<file path="config.mk">
export PLATFORM = sky130hd
export DESIGN_NAME = pollard_rho_factor_finder_core
export DESIGN_NICKNAME = d
export VERILOG_FILES = /design/src/design/prf_pkg.sv /design/src/design/pollard_rho_factor_finder_core.sv /design/src/design/prf_modunit.sv
export SDC_FILE = /design/constraint.sdc
export NUM_CORES = 2
export LEC_CHECK = 0
export CORE_ASPECT_RATIO = 1.75
export CORE_MARGIN = 4
export CORE_UTILIZATION = 48
export DETAILED_ROUTE_END_ITERATION = 10
export DONT_BUFFER_PORTS = 1
export PLACE_DENSITY = 0.73
export SLEW_MARGIN = 15
export SYNTH_ARGS = -nofsm -noshare
export SYNTH_HDL_FRONTEND = slang
export SYNTH_SLANG_ARGS = --single-unit
</file>
<file path="constraint.sdc">
create_clock -name aclk -period 12.9 [get_ports aclk]
set_clock_uncertainty 0.15 [all_clocks]
set_input_delay 1.935 -clock aclk [delete_from_list [all_inputs] [get_ports aclk]]
set_output_delay 1.935 -clock aclk [all_outputs]
set_load 0.01 [all_outputs]
</file>
<file path="src/design/prf_pkg.sv">
`default_nettype none
package prf_pkg;
    localparam int unsigned Width     = 32;
    localparam int unsigned MaxItBits = 20;
    localparam logic [MaxItBits-1:0] MaxItReset = 20'd65535;

    typedef logic [Width-1:0] word_t;

    typedef enum logic [1:0] {
        ST_FOUND    = 2'd0,
        ST_ONE      = 2'd1,
        ST_COLLAPSE = 2'd2,
        ST_LIMIT    = 2'd3
    } status_t;

    // Operations of the shared modular unit.
    typedef enum logic [1:0] {
        OP_MULMOD = 2'd0,
        OP_ADDMOD = 2'd1,
        OP_MOD    = 2'd2
    } op_t;

    typedef enum logic [3:0] {
        S_IDLE, S_RED_X, S_RED_C, S_CHECK, S_SQ, S_ADD, S_DIFF,
        S_GCD_MOD, S_GCD_WAIT, S_JUDGE, S_DONE, S_WAIT_SQ, S_WAIT_ADD, S_WAIT_RED
    } state_t;
endpackage
`default_nettype wire

</file>
<file path="src/design/pollard_rho_factor_finder_core.sv">
`default_nettype none
// Channel   | Ports                                       | Direction
// input     | s_valid s_ready s_number s_start_value s_increment | in
// result    | m_valid m_ready m_factor m_status           | out
// config    | cfg_we cfg_wdata (max_iterations)            | in
// One item at a time; s_ready is low from acceptance until the result is taken.
// Each modular operation runs in the shared unit; one round consists of three
// squarings, three additions and one gcd of up to ~46 modulo steps. One and even
// numbers skip the unit and go straight to the result.
// Reset is synchronous and active low and loads max_iterations with 65535.
// A stalled result holds in its register while m_ready is low.
module pollard_rho_factor_finder_core (
    input  wire logic                               aclk,
    input  wire logic                               aresetn,
    input  wire logic                               s_valid,
    output logic                                    s_ready,
    input  wire prf_pkg::word_t                     s_number,
    input  wire prf_pkg::word_t                     s_start_value,
    input  wire prf_pkg::word_t                     s_increment,
    output logic                                    m_valid,
    input  wire logic                               m_ready,
    output prf_pkg::word_t                          m_factor,
    output logic [1:0]                              m_status,
    input  wire logic                               cfg_we,
    input  wire logic [prf_pkg::MaxItBits-1:0]      cfg_wdata
);
    prf_pkg::state_t state_reg, state_next, ret_reg, ret_next;
    logic [prf_pkg::MaxItBits-1:0] maxit_reg, round_reg, round_next;
    prf_pkg::word_t n_reg, n_next, x_reg, x_next, y_reg, y_next, c_reg, c_next;
    prf_pkg::word_t g_reg, g_next, h_reg, h_next, seed_reg, seed_next;
    prf_pkg::word_t fac_reg, fac_next;
    logic [1:0] sq_reg, sq_next;   // 0: x, 1: y first, 2: y second
    logic [1:0] st_reg, st_next;
    logic       mv_reg, mv_next;

    logic           u_start;
    prf_pkg::op_t   u_op;
    prf_pkg::word_t u_a, u_b, u_n, u_res;
    logic           u_done;
    prf_pkg::word_t cur;

    prf_modunit u_mod (
        .aclk, .aresetn, .start(u_start), .op(u_op), .a(u_a), .b(u_b),
        .n(u_n), .done(u_done), .result(u_res)
    );

    always_ff @(posedge aclk) begin
        if (!aresetn) begin
            state_reg <= prf_pkg::S_IDLE;
            maxit_reg <= prf_pkg::MaxItReset;
            mv_reg    <= 1'b0;
        end else begin
            state_reg <= state_next;
            mv_reg    <= mv_next;
            if (cfg_we) maxit_reg <= cfg_wdata;
        end
        ret_reg   <= ret_next;
        round_reg <= round_next;
        n_reg <= n_next; x_reg <= x_next; y_reg <= y_next; c_reg <= c_next;
        g_reg <= g_next; h_reg <= h_next; seed_reg <= seed_next;
        fac_reg <= fac_next; sq_reg <= sq_next; st_reg <= st_next;
    end

    assign cur = (sq_reg == 2'd0) ? x_reg : y_reg;

    always_comb begin
        state_next = state_reg; ret_next = ret_reg; round_next = round_reg;
        n_next = n_reg; x_next = x_reg; y_next = y_reg; c_next = c_reg;
        g_next = g_reg; h_next = h_reg; seed_next = seed_reg;
        fac_next = fac_reg; sq_next = sq_reg; st_next = st_reg;
        mv_next = mv_reg;
        u_start = 1'b0; u_op = prf_pkg::OP_MOD; u_a = '0; u_b = '0; u_n = n_reg;
        s_ready = 1'b0;
        case (state_reg)
            prf_pkg::S_IDLE: begin
                s_ready = 1'b1;
                if (s_valid) begin
                    n_next    = s_number;
                    seed_next = s_start_value;
                    c_next    = s_increment;
                    fac_next  = s_number;
                    if (s_number == prf_pkg::word_t'(1)) begin
                        fac_next = s_number; st_next = prf_pkg::ST_ONE;
                        state_next = prf_pkg::S_DONE;
                    end else if (!s_number[0]) begin
                        fac_next = prf_pkg::word_t'(2); st_next = prf_pkg::ST_FOUND;
                        state_next = prf_pkg::S_DONE;
                    end else begin
                        state_next = prf_pkg::S_RED_X;
                    end
                end
            end
            prf_pkg::S_RED_X: begin
                u_start = 1'b1; u_a = seed_reg;
                ret_next = prf_pkg::S_RED_C; state_next = prf_pkg::S_WAIT_RED;
            end
            prf_pkg::S_RED_C: begin
                x_next = u_res; y_next = u_res;
                u_start = 1'b1; u_a = c_reg;
                ret_next = prf_pkg::S_CHECK; state_next = prf_pkg::S_WAIT_RED;
            end
            prf_pkg::S_WAIT_RED: begin
                if (u_done) begin
                    if (ret_reg == prf_pkg::S_CHECK) c_next = u_res;
                    state_next = ret_reg;
                end
            end
            prf_pkg::S_CHECK: begin
                round_next = '0;
                sq_next = 2'd0;
                if (maxit_reg == '0) begin
                    st_next = prf_pkg::ST_LIMIT; state_next = prf_pkg::S_DONE;
                end else begin
                    state_next = prf_pkg::S_SQ;
                end
            end
            prf_pkg::S_SQ: begin
                u_start = 1'b1; u_op = prf_pkg::OP_MULMOD; u_a = cur; u_b = cur;
                state_next = prf_pkg::S_WAIT_SQ;
            end
            prf_pkg::S_WAIT_SQ: begin
                if (u_done) state_next = prf_pkg::S_ADD;
            end
            prf_pkg::S_ADD: begin
                u_start = 1'b1; u_op = prf_pkg::OP_ADDMOD; u_a = u_res; u_b = c_reg;
                state_next = prf_pkg::S_WAIT_ADD;
            end
            prf_pkg::S_WAIT_ADD: begin
                if (u_done) begin
                    if (sq_reg == 2'd0) x_next = u_res; else y_next = u_res;
                    if (sq_reg == 2'd2) begin
                        state_next = prf_pkg::S_DIFF;
                    end else begin
                        sq_next = sq_reg + 2'd1;
                        state_next = prf_pkg::S_SQ;
                    end
                end
            end
            prf_pkg::S_DIFF: begin
                g_next = n_reg;
                h_next = (x_reg >= y_reg) ? (x_reg - y_reg) : (y_reg - x_reg);
                state_next = prf_pkg::S_GCD_MOD;
            end
            prf_pkg::S_GCD_MOD: begin
                // Euclid on (g, h): stop when h reaches zero.
                if (h_reg == '0) begin
                    state_next = prf_pkg::S_JUDGE;
                end else begin
                    u_start = 1'b1; u_a = g_reg; u_n = h_reg;
                    state_next = prf_pkg::S_GCD_WAIT;
                end
            end
            prf_pkg::S_GCD_WAIT: begin
                u_op = prf_pkg::OP_MOD;
                if (u_done) begin
                    g_next = h_reg; h_next = u_res;
                    state_next = prf_pkg::S_GCD_MOD;
                end
            end
            prf_pkg::S_JUDGE: begin
                sq_next = 2'd0;
                if (g_reg == n_reg) begin
                    st_next = prf_pkg::ST_COLLAPSE; fac_next = n_reg;
                    state_next = prf_pkg::S_DONE;
                end else if (g_reg != prf_pkg::word_t'(1)) begin
                    st_next = prf_pkg::ST_FOUND; fac_next = g_reg;
                    state_next = prf_pkg::S_DONE;
                end else if (round_reg + prf_pkg::MaxItBits'(1) >= maxit_reg) begin
                    st_next = prf_pkg::ST_LIMIT; fac_next = n_reg;
                    state_next = prf_pkg::S_DONE;
                end else begin
                    round_next = round_reg + prf_pkg::MaxItBits'(1);
                    state_next = prf_pkg::S_SQ;
                end
            end
            prf_pkg::S_DONE: begin
                if (!mv_reg) begin
                    mv_next = 1'b1;
                end else if (m_ready) begin
                    mv_next = 1'b0;
                    state_next = prf_pkg::S_IDLE;
                end
            end
            default: state_next = prf_pkg::S_IDLE;
        endcase
    end

    assign m_valid  = mv_reg;
    assign m_factor = fac_reg;
    assign m_status = st_reg;
endmodule
`default_nettype wire

</file>
<file path="src/design/prf_modunit.sv">
`default_nettype none
// Shared modular unit: computes (a*b) mod n, (a+b) mod n or a mod n.
// The multiply is one registered 32x32 product; the reduction is a
// restoring division that retires one quotient bit per cycle.
module prf_modunit (
    input  wire logic                aclk,
    input  wire logic                aresetn,
    input  wire logic                start,
    input  wire prf_pkg::op_t        op,
    input  wire prf_pkg::word_t      a,
    input  wire prf_pkg::word_t      b,
    input  wire prf_pkg::word_t      n,
    output logic                     done,
    output prf_pkg::word_t           result
);
    localparam int unsigned W2 = 2 * prf_pkg::Width;
    localparam int unsigned CntW = $clog2(W2 + 1);

    logic [W2-1:0]           num_reg, num_next;
    logic [prf_pkg::Width:0] rem_reg, rem_next;
    prf_pkg::word_t          den_reg, den_next;
    logic [CntW-1:0]         cnt_reg, cnt_next;
    logic                    busy_reg, busy_next;
    logic                    mul_reg, mul_next;
    logic                    done_reg, done_next;
    prf_pkg::word_t          a_reg, a_next, b_reg, b_next;
    logic [prf_pkg::Width:0] trial;

    always_ff @(posedge aclk) begin
        if (!aresetn) begin
            busy_reg <= 1'b0;
            mul_reg  <= 1'b0;
            done_reg <= 1'b0;
        end else begin
            busy_reg <= busy_next;
            mul_reg  <= mul_next;
            done_reg <= done_next;
        end
        num_reg <= num_next;
        rem_reg <= rem_next;
        den_reg <= den_next;
        cnt_reg <= cnt_next;
        a_reg   <= a_next;
        b_reg   <= b_next;
    end

    assign trial = {rem_reg[prf_pkg::Width-1:0], num_reg[W2-1]} - {1'b0, den_reg};

    always_comb begin
        num_next  = num_reg;
        rem_next  = rem_reg;
        den_next  = den_reg;
        cnt_next  = cnt_reg;
        busy_next = busy_reg;
        mul_next  = 1'b0;
        done_next = 1'b0;
        a_next    = a_reg;
        b_next    = b_reg;
        if (start) begin
            den_next = n;
            rem_next = '0;
            a_next   = a;
            b_next   = b;
            case (op)
                prf_pkg::OP_MULMOD: begin
                    mul_next = 1'b1;
                end
                prf_pkg::OP_ADDMOD: begin
                    num_next  = W2'({1'b0, a} + {1'b0, b});
                    cnt_next  = CntW'(W2);
                    busy_next = 1'b1;
                end
                default: begin
                    num_next  = W2'(a);
                    cnt_next  = CntW'(W2);
                    busy_next = 1'b1;
                end
            endcase
        end else if (mul_reg) begin
            num_next  = W2'(a_reg) * W2'(b_reg);
            cnt_next  = CntW'(W2);
            busy_next = 1'b1;
        end else if (busy_reg) begin
            num_next = {num_reg[W2-2:0], 1'b0};
            if (!trial[prf_pkg::Width]) begin
                rem_next = trial;
            end else begin
                rem_next = {rem_reg[prf_pkg::Width-1:0], num_reg[W2-1]};
            end
            cnt_next = cnt_reg - CntW'(1);
            if (cnt_reg == CntW'(1)) begin
                busy_next = 1'b0;
                done_next = 1'b1;
            end
        end
    end

    assign done   = done_reg;
    assign result = rem_reg[prf_pkg::Width-1:0];
endmodule
`default_nettype wire

</file>
=== Word level (Yosys, flattened, before mapping) ===
Cells that the tools add are included.

* $add $sub $neg: 7
* Multiply operators: 1
* Divide/modulo/power cells: 0
* Order comparisons: 2
* Eq/ne operators: 38
* Shifts and indexed selects: 0
* Multiplexer cells: 82
* Bitwise gates (word level): 3
* Reductions and logical operators: 31

{| class="wikitable"
|+ Operators by type and width
! cell !! number
|-
| 32-bit two-way mux || 21
|-
| 32-bit case mux with 2 select lines || 7
|-
| 64-bit two-way mux || 3
|-
| 32-bit case mux with 5 select lines || 1
|-
| 64-bit case mux with 2 select lines || 1
|-
| 32-bit by 32-bit multiplier with 64-bit output || 1
|-
| 32-bit subtractor || 2
|-
| 20-bit two-way mux || 3
|-
| 4-bit two-way mux || 13
|-
| 4-bit case mux with 13 select lines || 1
|-
| 20-bit case mux with 2 select lines || 1
|-
| 32-bit by 32-bit adder with 33-bit output || 1
|-
| 33-bit by 32-bit subtractor with 33-bit output || 1
|-
| 32-bit by 1-bit equality test with 1-bit output, second input constant || 1
|-
| 32-bit equality test || 1
|-
| 32-bit greater-or-equal comparator || 1
|-
| 32-bit logical NOT || 1
|-
| 32-bit by 1-bit != test with 1-bit output, second input constant || 1
|-
| 7-bit two-way mux || 4
|-
| 4-bit equality test, second input constant || 6
|-
| 2-bit != test, second input constant || 12
|-
| 20-bit by 1-bit adder with 20-bit output, second input constant || 1
|-
| 20-bit greater-or-equal comparator || 1
|-
| 20-bit logical NOT || 1
|-
| 29 further kinds || 78
|}

* Register bits after elaboration: 511
* Bits in latches: 0
* RAM bits: 0
* ROM bits: 0
* Input bits: 121
* Output and inout bits: 36
* Word-level logic and storage cells: 188
* Memories kept: 0

=== Longest topological paths before layout ===
* Word-level depth: 6
* Depth in mapped cells: 28
* Depth with buffers taken out: 26

=== Hierarchy ===
Synthesis repeated with hierarchy kept, for this count alone.

* Cell total of the unflattened synthesis: 6725
* Area, all modules: 63423.3 um2

{| class="wikitable"
|+ Modules (own cells, without submodules)
! module !! instances !! cells each !! area an instance (um2)
|-
| prf_modunit || 1 || 4802 || 44692.9
|-
| pollard_rho_factor_finder_core || 1 || 1923 || 18730.5
|}

=== Worst setup path after synthesis ===
Ideal clock, no wire load.

* Path kind: register to register
* From: register u_mod.b_reg[2]
* To: register u_mod.num_reg[40], data pin
* Setup time: 393 ps
* Arrival: 7030 ps
* Required time: 12357 ps
* Slack: 5326 ps
* Cell stages (with the launch flop): 27
* Path buffers: 2
* Cell sequence: edfxtp_1 > clkbuf_1 > and2_1 > fa_1 > inv_1 > fa_1 > fa_1 > fa_1 > inv_1 > fa_1 > inv_1 > fa_1 > inv_1 > fa_1 > fa_1 > ha_1 > clkbuf_1 > nand2_1 > nor4_1 > nand2_1 > a21oi_1 > nor3_1 > o21a_1 > o41ai_1 > xor2_1 > mux2i_1 > nor2_1

* Longest elaborated chain between the ends: 3

{| class="wikitable"
|+ Ends and longest elaborated chain
! element !! RTL line !! RTL
|-
| from (decl) || prf_modunit.sv:26 || <nowiki>prf_pkg::word_t a_reg, a_next, b_reg, b_next;</nowiki>
|-
| from (signal assigned) || prf_modunit.sv:44 || <nowiki>b_reg <= b_next;</nowiki>
|-
| 32-bit by 32-bit multiplier with 64-bit output || prf_modunit.sv:80 || <nowiki>num_next = W2'(a_reg) * W2'(b_reg);</nowiki>
|-
| 64-bit two-way mux || prf_modunit.sv:79 || <nowiki>end else if (mul_reg) begin</nowiki>
|-
| 64-bit two-way mux || prf_modunit.sv:59 || <nowiki>if (start) begin</nowiki>
|-
| to (signal assigned) || prf_modunit.sv:39 || <nowiki>num_reg <= num_next;</nowiki>
|-
| to (decl) || prf_modunit.sv:19 || <nowiki>logic [W2-1:0] num_reg, num_next;</nowiki>
|}

Every way passes these cells.
A chain may end at the register's enable or synchronous reset.

=== Worst setup path in the final report ===
* From: register u_mod.b_reg[15]
* To: register u_mod.num_reg[63], data pin

Same word-level chain as after synthesis.

==> out/qor.log <==
[synthesis] instance count of the mapped netlist 6,662
[synthesis] post-synthesis instance area 0.0632 mm2
[global_routing] global-route wire length before repair 297 mm
[floorplan] num ports 157
[critical_path] path type of the worst setup path reg -> reg
[run] max-capacitance violation count 0
[clock_network] cells resized by post-CTS repair 0
[clock_network] worst-case clock buffer depth 3
[global_routing] global-route track usage on met3 3.06%
[final_layout] layout filler cell count 11.7k
[critical_path] worst path buffer plus inverter count 4
[clock_network] CTS sink cnt 508
[drt] drt initial violations 3,114
[synthesis] mean area per synthesized cell 9.48 um2
[floorplan] core outline area 0.130 mm2
[clock_network] clock-pin slew on the worst setup and hold paths 0.08 ns
[final_layout] share of cells above drive strength 1 4.46%
[hold_path] Worst Hold Depth 2
[global_routing] maximum number of pins on one net before global-route repair 78
[critical_path] category of the worst setup path capture point flop
[global_routing] antenna violations before repair 23
[synthesis] most used flip-flop cell after synthesis sky130_fd_sc_hd__edfxtp_1
[synthesis] number of flops mapped to enable cells by yosys 448
[sta] final hold violation count 0
[drt] routed wire length 191 mm
[final_layout] # nets final 7,864
[synthesis] number of library cell types mapped by synthesis 87
[critical_path] most frequent cell on the critical path sky130_fd_sc_hd__fa_1
[global_routing] global-route usage over all layers 28.2%
[floorplan] Die Width 282 um
[final_layout] area added between synthesis and finish 4.88%
[final_layout] Largest register FFs 64
[clock_network] clock latency reported for the late side of the worst-skew pair 0.65 ns
[drt] post-detailed-route via-to-cell ratio 5.81
[sta] measured slew at the worst slew-check pin 1.25 ns
[final_layout] most frequent standard cell in the layout excluding fill and tap cells sky130_fd_sc_hd__inv_1
[critical_path] Worst Setup Start Kind flop
[sta] Max-Slew Margin vs Limit 16.8%
[critical_path] reg-to-reg slack, setup 3.77 ns
[status] run status complete, no violations
[drt] Antenna Violating Nets Remaining 0
[critical_path] cells on worst reg2reg path 24
[global_routing] overflow left after global routing 0
[synthesis] Mapped Nets 8,098
[final_layout] commonest cells after routing, fill and taps aside sky130_fd_sc_hd__inv_1 (1,003), sky130_fd_sc_hd__fa_1 (900), sky130_fd_sc_hd__nand2_1 (848)
[clock_network] CTS tree done
[critical_path] Slowest-stage cell, CP sky130_fd_sc_hd__edfxtp_1
[sta] final critical-path share of the clock period 70.7%
[sta] clock period minus worst slack 9.13 ns
[clock_network] root cell of the clock tree sky130_fd_sc_hd__clkbuf_16
[critical_path] worst reg2reg startpoint u_mod.b_reg[15]
[clock_network] # Post-CTS Setup Buffers 0
[sta] Final Setup Violations 0
[critical_path] worst-path fanout max 32
[sta] RSZ-0062 raised after global routing false
[drt] first-pass iteration count of the detailed router 6
[global_routing] GR met1 Demand/Resource 28.8%
[critical_path] arrival time reported for the critical path endpoint 9.29 ns
[clock_network] clock buffer count from CTS 44
[place] port bufs 0
[hold_path] end point of the most critical hold path u_mod.done
[drt] total via count in the routed design 47.5k
[floorplan] number of placement rows 175
[floorplan] chip height 488 um
[hold_path] launch point of the worst hold path u_mod.busy_reg
[drt] DRC violation count after routing 0
[sta] number of max-slew violations in the final report 0
[synthesis] FF+latch count, synth 508
[place] GPL Wtd Cong 0.993
[floorplan] total die area 0.138 mm2
[critical_path] Crit path required time 13.07 ns
[global_routing] layer carrying the most global-route usage met2
[sta] final sum of negative setup slack 0 ns
[hold_path] Worst Hold Class reg -> reg
[sta] Max Fclk 0.110 GHz
[synthesis] async set-or-reset flop fraction in the synthesized netlist 0%
[critical_path] crit path cell chain and2_1, fa_1, fa_1, inv_1, fa_1, fa_1, inv_1, fa_1, fa_1, fa_1, inv_1, fa_1, inv_1, ha_1, and3_1, and2_1, a221o_1, a21oi_1, a211oi_1, nor3_1, o21ai_1, a221oi_1, xnor2_1, a21oi_1
[floorplan] initial core utilization 48.5%
[global_routing] via count of the first global-routing pass 51.9k
[clock_network] # H-tree levels 2
[synthesis] Yosys Warn Count 0
[drt] wire length per cell 23.3 um
[synthesis] fraction of the yosys area taken by sequential cells 23.2%
[clock_network] hold buffer count at cts 0
[critical_path] delay-heaviest family, CP adder cells
[critical_path] CP peak stage delay 1.16 ns
[place] DP Wirelength 153 mm
[global_routing] global-route met2 utilization 53.3%
[critical_path] capture instance of the worst register-to-register path u_mod.num_reg[63]
## how the worst max path moves through the flow
stage	from	endpoint	cells after the start
after detailed placement	u_mod.a_reg[16]	u_mod.num_reg[63]	23
after global placement	u_mod.a_reg[16]	u_mod.num_reg[51]	23
after global routing	u_mod.b_reg[15]	u_mod.num_reg[63]	24
after floorplan	u_mod.b_reg[2]	u_mod.num_reg[40]	26
final	u_mod.b_reg[15]	u_mod.num_reg[63]	24
after CTS	u_mod.a_reg[16]	u_mod.num_reg[63]	23
## kinds of logic after synthesis
logic type	count (synthesis)	share of synthesized area [%]
buffers and inverters	1385	8.28
AOI/OAI and AO/OA	995	10.0
muxes	167	2.78
adders and majority gates	1315	36.7
and+or+nand+nor	2107	16.4
DFF	508	23.2
xor gates and xnor gates	185	2.56
## per-layer routing
layer  part of all wire [%]  vias up
li1                       -    21100
met1                     33    23800
met2                     54     1854
met3                    4.9      656
met4                    8.3        6
met5                  0.022        -
## layout make-up
| class | count | area, um2 | share of cell area [%] |
|---|---|---|---|
| tap | 1681 | 2100 | 3.17 |
| multi-input combinational | 4769 | 43400 | 65.5 |
| antenna | 25 | 62.6 | 0.0944 |
| inverter | 1004 | 3770 | 5.69 |
| clock inverter | 24 | 302 | 0.455 |
| clock buffer | 58 | 1170 | 1.77 |
| sequential | 508 | 14700 | 22.1 |
| timing repair buffer | 101 | 786 | 1.19 |
## synth_stat cells (all sizes together), types with 7 or more instances
cell type,count,share of area [%]
a211oi,31,0.38
nand4,75,0.74
or2,9,0.089
a41oi,7,0.097
clkbuf,359,2.1
and3,29,0.29
a21boi,8,0.10
or3,9,0.089
a21oi,299,2.4
ha,415,8.2
xnor2,93,1.3
xor2,92,1.3
o21a,28,0.33
o221ai,22,0.30
o31ai,9,0.11
buf,22,0.18
o22ai,7,0.069
nor3,43,0.34
o211ai,38,0.47
nor4,53,0.52
fa,900,29
nor2b,31,0.31
and2,631,6.2
mux2i,101,1.6
nand2b,28,0.28
nor2,213,1.3
inv,1004,6.0
a31oi,34,0.35
a31o,8,0.11
nand2,851,5.1
o21bai,32,0.38
a22oi,36,0.43
a21o,125,1.5
o21ai,240,1.9
mux2,66,1.2
dfxtp,60,1.9
nand3,106,0.84
edfxtp,448,21
## through the flow
stage	hold WS, ns	utilization (%)	cell area (um2)	worst slack (ns)	std cells
3_5_place_dp	0.335	49.6	64700	3.82	8061
2_1_floorplan	0.295	-	63200	5.33	6662
5_1_grt	0.375	50.8	66200	3.59	8157
3_3_place_gp	0.343	49.6	64700	3.96	8061
4_1_cts	0.351	50.8	66200	3.76	8143
6_report	0.344	50.9	66300	3.77	8170
## tightest hold or removal path, delay by kind of cell (launching register included)
kind,cells,cell delay [ns]
DFF,1,0.34
and+or+nand+nor,2,0.11
Power is left out: the tool's default activity adds up to more than one toggle a clock period on the data nets, which glitch-free logic cannot reach.
